[src/hw/rtl/bplpg_pkg.sv]
// Shared types and constants of the bipolar LED PWM pattern generator.
package bplpg_pkg;

  localparam int LEVEL_W      = 12;
  localparam int CHAN_W       = 4;
  localparam int SLOT_W       = 8;
  localparam int PWM_W        = 32;
  localparam int DUTY_SHIFT   = 3;
  localparam int DUTY_W       = LEVEL_W - DUTY_SHIFT + 1;
  localparam int ROW_CHANNELS = 8;
  localparam int MAX_CHANNELS = 16;

  // Bit offsets of the four color groups inside the PWM word.
  localparam int GREEN_TOP_OFS = 0;
  localparam int RED_TOP_OFS   = 8;
  localparam int GREEN_BOT_OFS = 16;
  localparam int RED_BOT_OFS   = 24;

  localparam int CHANNELS_DEF = 16;
  localparam int SLOTS_DEF    = 256;

  typedef enum logic {
    ACT_LOAD = 1'b0,
    ACT_SLOT = 1'b1
  } action_t;

  typedef struct packed {
    action_t                    action;
    logic [CHAN_W-1:0]          channel;
    logic signed [LEVEL_W-1:0]  level;
    logic                       frame_end;
  } in_t;

  typedef struct packed {
    logic [PWM_W-1:0]  pwm_word;
    logic [SLOT_W-1:0] slot_index;
    logic              period_end;
  } out_t;

endpackage

[src/hw/rtl/bipolar_led_pwm_pattern_generator.sv]
// Top level of the bipolar LED PWM pattern generator.
//
// The block drives up to 16 bipolar (green/red) LED channels with bit-plane PWM.
// A load word (action ACT_LOAD) writes one signed 12-bit level into the shadow
// set; when it carries frame_end, the shadow set, including this write, is copied
// into the active set in the same step, so a new frame shows up atomically. A
// slot word (action ACT_SLOT) produces one 32-bit LED word for the current slot
// of a SLOTS-long period and then advances the slot counter, which wraps after
// SLOTS-1; period_end marks the last slot. The duty of a channel is |level| >> 3:
// a level of zero or above lights green while the slot is below the duty, a
// negative level lights red the same way, and -2048 keeps red on in every slot.
// Channels 0-7 have green on bits 0-7 and red on bits 8-15; channels 8-15 have
// green on bits 16-23 and red on bits 24-31. A load to a channel at or above
// CHANNELS is dropped, although its frame_end still commits. Throughput is one
// word per clock while no slot word waits: an accepted word is held in an input
// register, and the parallel duty compares, one per channel, run from there into
// the output register, which holds the result of each slot word. Load words
// produce no result and never wait on the output side; a slot word waits only
// while the output register is full and out_ready is low.
module bipolar_led_pwm_pattern_generator
  import bplpg_pkg::*;
#(
  parameter int CHANNELS = CHANNELS_DEF,
  parameter int SLOTS    = SLOTS_DEF
) (
  input  logic clk,
  input  logic rst_n,

  input  logic in_valid,
  output logic in_ready,
  input  in_t  in_data,

  output logic out_valid,
  input  logic out_ready,
  output out_t out_data
);

  // Input register stage.
  logic s1_valid_r, s1_valid_nxt;
  in_t  s1_item_r;

  // Level storage: the shadow set collects loads, the active set drives the LEDs.
  logic [LEVEL_W-1:0] shadow_r [CHANNELS];
  logic [LEVEL_W-1:0] active_r [CHANNELS];
  logic [LEVEL_W-1:0] shadow_nxt [CHANNELS];
  logic [LEVEL_W-1:0] active_nxt [CHANNELS];

  logic [SLOT_W-1:0] slot_r, slot_nxt;

  // Output register stage.
  logic out_valid_r, out_valid_nxt;
  out_t out_data_r, out_data_nxt;

  logic out_free;
  logic s1_advance;
  logic s1_is_load;
  logic slot_last;
  logic [PWM_W-1:0] pwm_word;

  // The output register can take a new result when empty or being drained.
  assign out_free   = !out_valid_r || out_ready;
  assign s1_is_load = (s1_item_r.action == ACT_LOAD);
  // Loads retire at once; slot words need room in the output register.
  assign s1_advance = s1_valid_r && (s1_is_load || out_free);
  assign in_ready   = !s1_valid_r || s1_advance;

  assign slot_last = (slot_r == SLOT_W'(SLOTS - 1));

  // One compare per channel against the current slot, all in parallel.
  always_comb begin
    logic               neg;
    logic [LEVEL_W-1:0] mag;
    logic [DUTY_W-1:0]  duty;
    pwm_word = '0;
    for (int c = 0; c < CHANNELS; c++) begin
      neg  = active_r[c][LEVEL_W-1];
      mag  = neg ? (~active_r[c] + LEVEL_W'(1)) : active_r[c];
      duty = DUTY_W'({1'b0, mag} >> DUTY_SHIFT);
      if ({{(DUTY_W-SLOT_W){1'b0}}, slot_r} < duty) begin
        if (c < ROW_CHANNELS) begin
          if (neg) begin
            pwm_word[RED_TOP_OFS + (c % ROW_CHANNELS)] = 1'b1;
          end else begin
            pwm_word[GREEN_TOP_OFS + (c % ROW_CHANNELS)] = 1'b1;
          end
        end else begin
          if (neg) begin
            pwm_word[RED_BOT_OFS + (c % ROW_CHANNELS)] = 1'b1;
          end else begin
            pwm_word[GREEN_BOT_OFS + (c % ROW_CHANNELS)] = 1'b1;
          end
        end
      end
    end
  end

  // Next-state logic for storage, slot counter and both register stages.
  always_comb begin
    s1_valid_nxt  = s1_advance ? 1'b0 : s1_valid_r;
    if (in_valid && in_ready) begin
      s1_valid_nxt = 1'b1;
    end

    shadow_nxt    = shadow_r;
    active_nxt    = active_r;
    slot_nxt      = slot_r;
    out_valid_nxt = out_ready ? 1'b0 : out_valid_r;
    out_data_nxt  = out_data_r;

    if (s1_advance) begin
      if (s1_is_load) begin
        for (int c = 0; c < CHANNELS; c++) begin
          if ({1'b0, s1_item_r.channel} == (CHAN_W + 1)'(c)) begin
            shadow_nxt[c] = s1_item_r.level;
          end
        end
        if (s1_item_r.frame_end) begin
          active_nxt = shadow_nxt;
        end
      end else begin
        out_valid_nxt           = 1'b1;
        out_data_nxt.pwm_word   = pwm_word;
        out_data_nxt.slot_index = slot_r;
        out_data_nxt.period_end = slot_last;
        slot_nxt = slot_last ? '0 : slot_r + SLOT_W'(1);
      end
    end
  end

  always_ff @(posedge clk) begin
    if (!rst_n) begin
      s1_valid_r  <= 1'b0;
      out_valid_r <= 1'b0;
      slot_r      <= '0;
      for (int c = 0; c < CHANNELS; c++) begin
        shadow_r[c] <= '0;
        active_r[c] <= '0;
      end
    end else begin
      s1_valid_r  <= s1_valid_nxt;
      out_valid_r <= out_valid_nxt;
      slot_r      <= slot_nxt;
      shadow_r    <= shadow_nxt;
      active_r    <= active_nxt;
    end
  end

  // Payload registers carry no reset.
  always_ff @(posedge clk) begin
    if (in_valid && in_ready) begin
      s1_item_r <= in_data;
    end
    out_data_r <= out_data_nxt;
  end

  assign out_valid = out_valid_r;
  assign out_data  = out_data_r;

endmodule

[config.mk]
export PLATFORM = sky130hd
export DESIGN_NAME = bipolar_led_pwm_pattern_generator
export DESIGN_NICKNAME = d
export VERILOG_FILES = /design/src/hw/rtl/bplpg_pkg.sv /design/src/hw/rtl/bipolar_led_pwm_pattern_generator.sv
export SDC_FILE = /design/constraint.sdc
export NUM_CORES = 1
export LEC_CHECK = 0
export ABC_AREA = 1
export BUFFER_PORTS_ARGS = -buffer_cell sky130_fd_sc_hd__buf_4
export CORE_ASPECT_RATIO = 0.75
export CORE_MARGIN = 2
export CORE_UTILIZATION = 50
export CTS_CLUSTER_DIAMETER = 100
export CTS_CLUSTER_SIZE = 28
export DETAILED_ROUTE_END_ITERATION = 10
export GPL_ROUTABILITY_DRIVEN = 1
export PLACE_DENSITY_LB_ADDON = 0.08
export SKIP_LAST_GASP = 1
export SYNTH_ARGS = -nofsm -noshare
export SYNTH_HDL_FRONTEND = slang
export SYNTH_SLANG_ARGS = --single-unit
[constraint.sdc]
create_clock -name clk -period 4.2 [get_ports clk]
set_clock_uncertainty 0.15 [all_clocks]
set_input_delay 0.84 -clock clk [delete_from_list [all_inputs] [get_ports clk]]
set_output_delay 0.84 -clock clk [all_outputs]
set_load 0.03 [all_outputs]
==> results.md <==
* Status: completed
* First-pass iteration count of the detailed router at 6
* Switch Pwr at about 2.4 mW
* Synth area leaders: dfxtp_1 (31%), inv_1 (11%), o21ai_0 (10%)
* RSZ-0062 raised after global routing: no
* Worst r2r src: active_r[86]
* Lkg Pwr at around 14 nW
* Routed len/inst at 14.98 um
* PnR worst setup slack at 1.393 ns
* Synth cell count leaders: inv_1 (740), nand2_1 (607), o21ai_0 (523), nor2_1 (522), dfxtp_1 (394)
* Routability cong. at approximately 0.9
* Fin. Hold Viols at 0
* Maximum Capacitance Violations at 0
* Hold endpoint: s1_item_r[6]
* Number of synthesized flops with an enable pin at 59
* Setup CP Type: flip-flop to output pin
* DIE AREA at 51950 sq um
* Final nets at ~3800
* Htree depth at 1
* Area growth syn-to-layout at 5.816%
* Synth warnings at 0
* Logic pwr share at 0.149
* CTS max path bufs at 3
* Flop pwr share at 0.563
* Clock network power share at 0.288
* Slew Limit Fails at 0
* Initial antenna violation count at 5
* Final Cycle Share at 0.6682
* Hold Path Class: input port to flip-flop
* Number of I/O pins at 65
* Post-CTS Setup Bufs at 0
* Synth Flop Type: dfxtp_1
* Iter 0 DRT Violations at 1842
* Syn_nets at about 3900
* Worst Tran Pin Value at about 1.2 ns
* Via/cell ratio at approximately 5.1
* Register area share after synthesis at 0.3854
* Synth Instances at between 3000 and 4000
* Cell Rows at 71
* Num CTS Buffers at 20
* Synth unique cells at 27
* Int Pwr at just under 6 mW
* Largest net degree at the start of global routing at 130
* Setup TNS at 0 ns
* Hold Crit Start: in_data[6]
* Worst setup path start: out_valid
* I/O Buffers at between 60 and 70
* Remaining global-route overflow at 0
* Crit Path Max Fanout at 3
* Critical Path Source Type: flip-flop
* Critical Path RT at ~3.2 ns
* Final Util at 0.5321
* Seq cells post-synth at around 450
* Clock latency on the worst-skew pair at 0.58 ns
* Initial Utilization at 0.5029
* Core footprint at around 50000 sq um
* TritonCTS clock tree: yes
* Vias in the first global route at between 20000 and 25000
* Synth async-reset ratio at 0
* Post-Syn Area at about 25000 sq um
* Antenna-violating nets left at 0
* Max_slew headroom at 0.1956
* Reg2Reg Setup Slack at ~1.5 ns
* Die height at between 150 and 200 um
* Hold depth at 1
* Post-route insts no fill at about 4400
* Sw Share at 0.2892
* Count leader, synth: inv_1
* Vias at between 20000 and 25000
* Post-cts hold buffer count at 0
* Cells after DPL at 4338
* Routed WL at 65490 um
* Max Clock Freq at ~360 MHz
* Top cell type by total area after synthesis: dfxtp_1
* Overall power consumption at approximately 8.3 mW
* PD cells at ~310 nW/um^2
* Critical R2R Capture: out_data[25]
* Reg clk slew, reported paths at around 0.12 ns
* Post-CTS sizing at 0
* Arr. time, crit path at between 1.5 and 2 ns
* Worst reg-to-reg path cell count at 16
* Clock sink count at between 400 and 500
* DP HPWL at 40730 um
* First-pass GRT wire length at between 100000 and 150000 um
* Root Buffer: clkbuf_16
* Die width at roughly 260 um
* Setup violators final at 0
* Worst VDD drop at between 0.2 and 0.25 mV
* Synth top area share at 0.3147
* Layout cells sized above 1 at 0.03634
* DRC at 0
* Setup Slack @ Placement at ~1.3 ns
* Critical Path End Type: output pin
* Avg Cell Area, Syn at between 6 and 7 sq um
* Total GRT Usage at 0.2510
* Min Tclk post-route at about 2.8 ns
==> metal layers <==
layer  part of all wire  wire length, um  global-route usage  up-vias
met4              0.023             1512             0.06173        0
li1                   -                -                   -    11560
met2               0.45            29630              0.4301      473
met1               0.48            31410              0.3415    10230
met5                  0                0                   0        -
met3              0.045             2938             0.02450       75
==> state kept, by name (all words and copies together) (netlist names) <==
signal	cells
active_r	192
shadow_r	192
out_data	41
s1_item_r	18
slot_r	8
out_valid	1
s1_valid_r	1
==> worst max-delay path, cell delays in order (launching register included) <==
cell and delay (ns):
dfxtp_1 0.45, nand2_1 0.29, nor2_1 0.25, inv_1 0.08, buf_4 0.17
==> logic make-up after synthesis <==
group                    count (synthesis)  synth area share
buffers and inverters                  936            0.1440
XOR/XNOR                                97           0.03390
AND/OR/NAND/NOR                       1274            0.2000
adder cells (fa/ha/maj)                113           0.05641
flip-flops                             453            0.3854
AO/OA/AOI/OAI                          901            0.1803
==> cell usage in the layout (no fill, tap or decap), types with 6 or more instances in the layout <==
cell type  count
o21ai_1      116
clkbuf_16     20
buf_12         7
inv_2          7
xor2_1        95
nand2_1      607
nor2_1       521
o21ai_0      523
nand4_1       10
inv_1        738
nor2_2         6
clkbuf_1      11
nand3b_1      10
buf_4         88
dfxtp_1      394
edfxtp_1      59
nand3_1      115
ha_1         113
a21oi_1      258
==> through the flow <==
stage / hold WS [ns] / cell area, sq um
after global placement: 0.3760 / 25920
after CTS: 0.2608 / 26520
after detailed placement: 0.3832 / 25920
after global routing: 0.2584 / 26520
after floorplan: 0.3308 / 25060
final: 0.2791 / 26520
==> worst max-delay path by stage <==
stage              endpoint  depth (start not counted)
2_1_floorplan     slot_r[6]                          7
4_1_cts            in_ready                          4
6_report           in_ready                          4
5_1_grt        out_data[26]                         14
3_3_place_gp   out_data[28]                          6
3_5_place_dp   out_data[28]                          6
==> cell type report <==
class                   instances  area, sq um
fillers                      4866        23320
multi-input cells            2385        11820
flip-flops and latches        453         9659
inverters                     748         2818
well taps                     657        822.0
repair buffers                 95        800.8
clock buffers                  32        555.5
clock inverters                 2        46.29
diodes                          1        2.502
==> power by group through the flow <==
stage / logic [mW] / clock network [mW] / registers [mW]
2_1_floorplan: 0.899 / 0 / 4.78
3_3_place_gp: 1.20 / 0 / 4.78
3_5_place_dp: 1.24 / 0 / 4.79
4_1_cts: 1.24 / 2.48 / 4.69
5_1_grt: 1.44 / 2.61 / 4.72
6_report: 1.24 / 2.40 / 4.69
(Power assumes the default switching activity.)
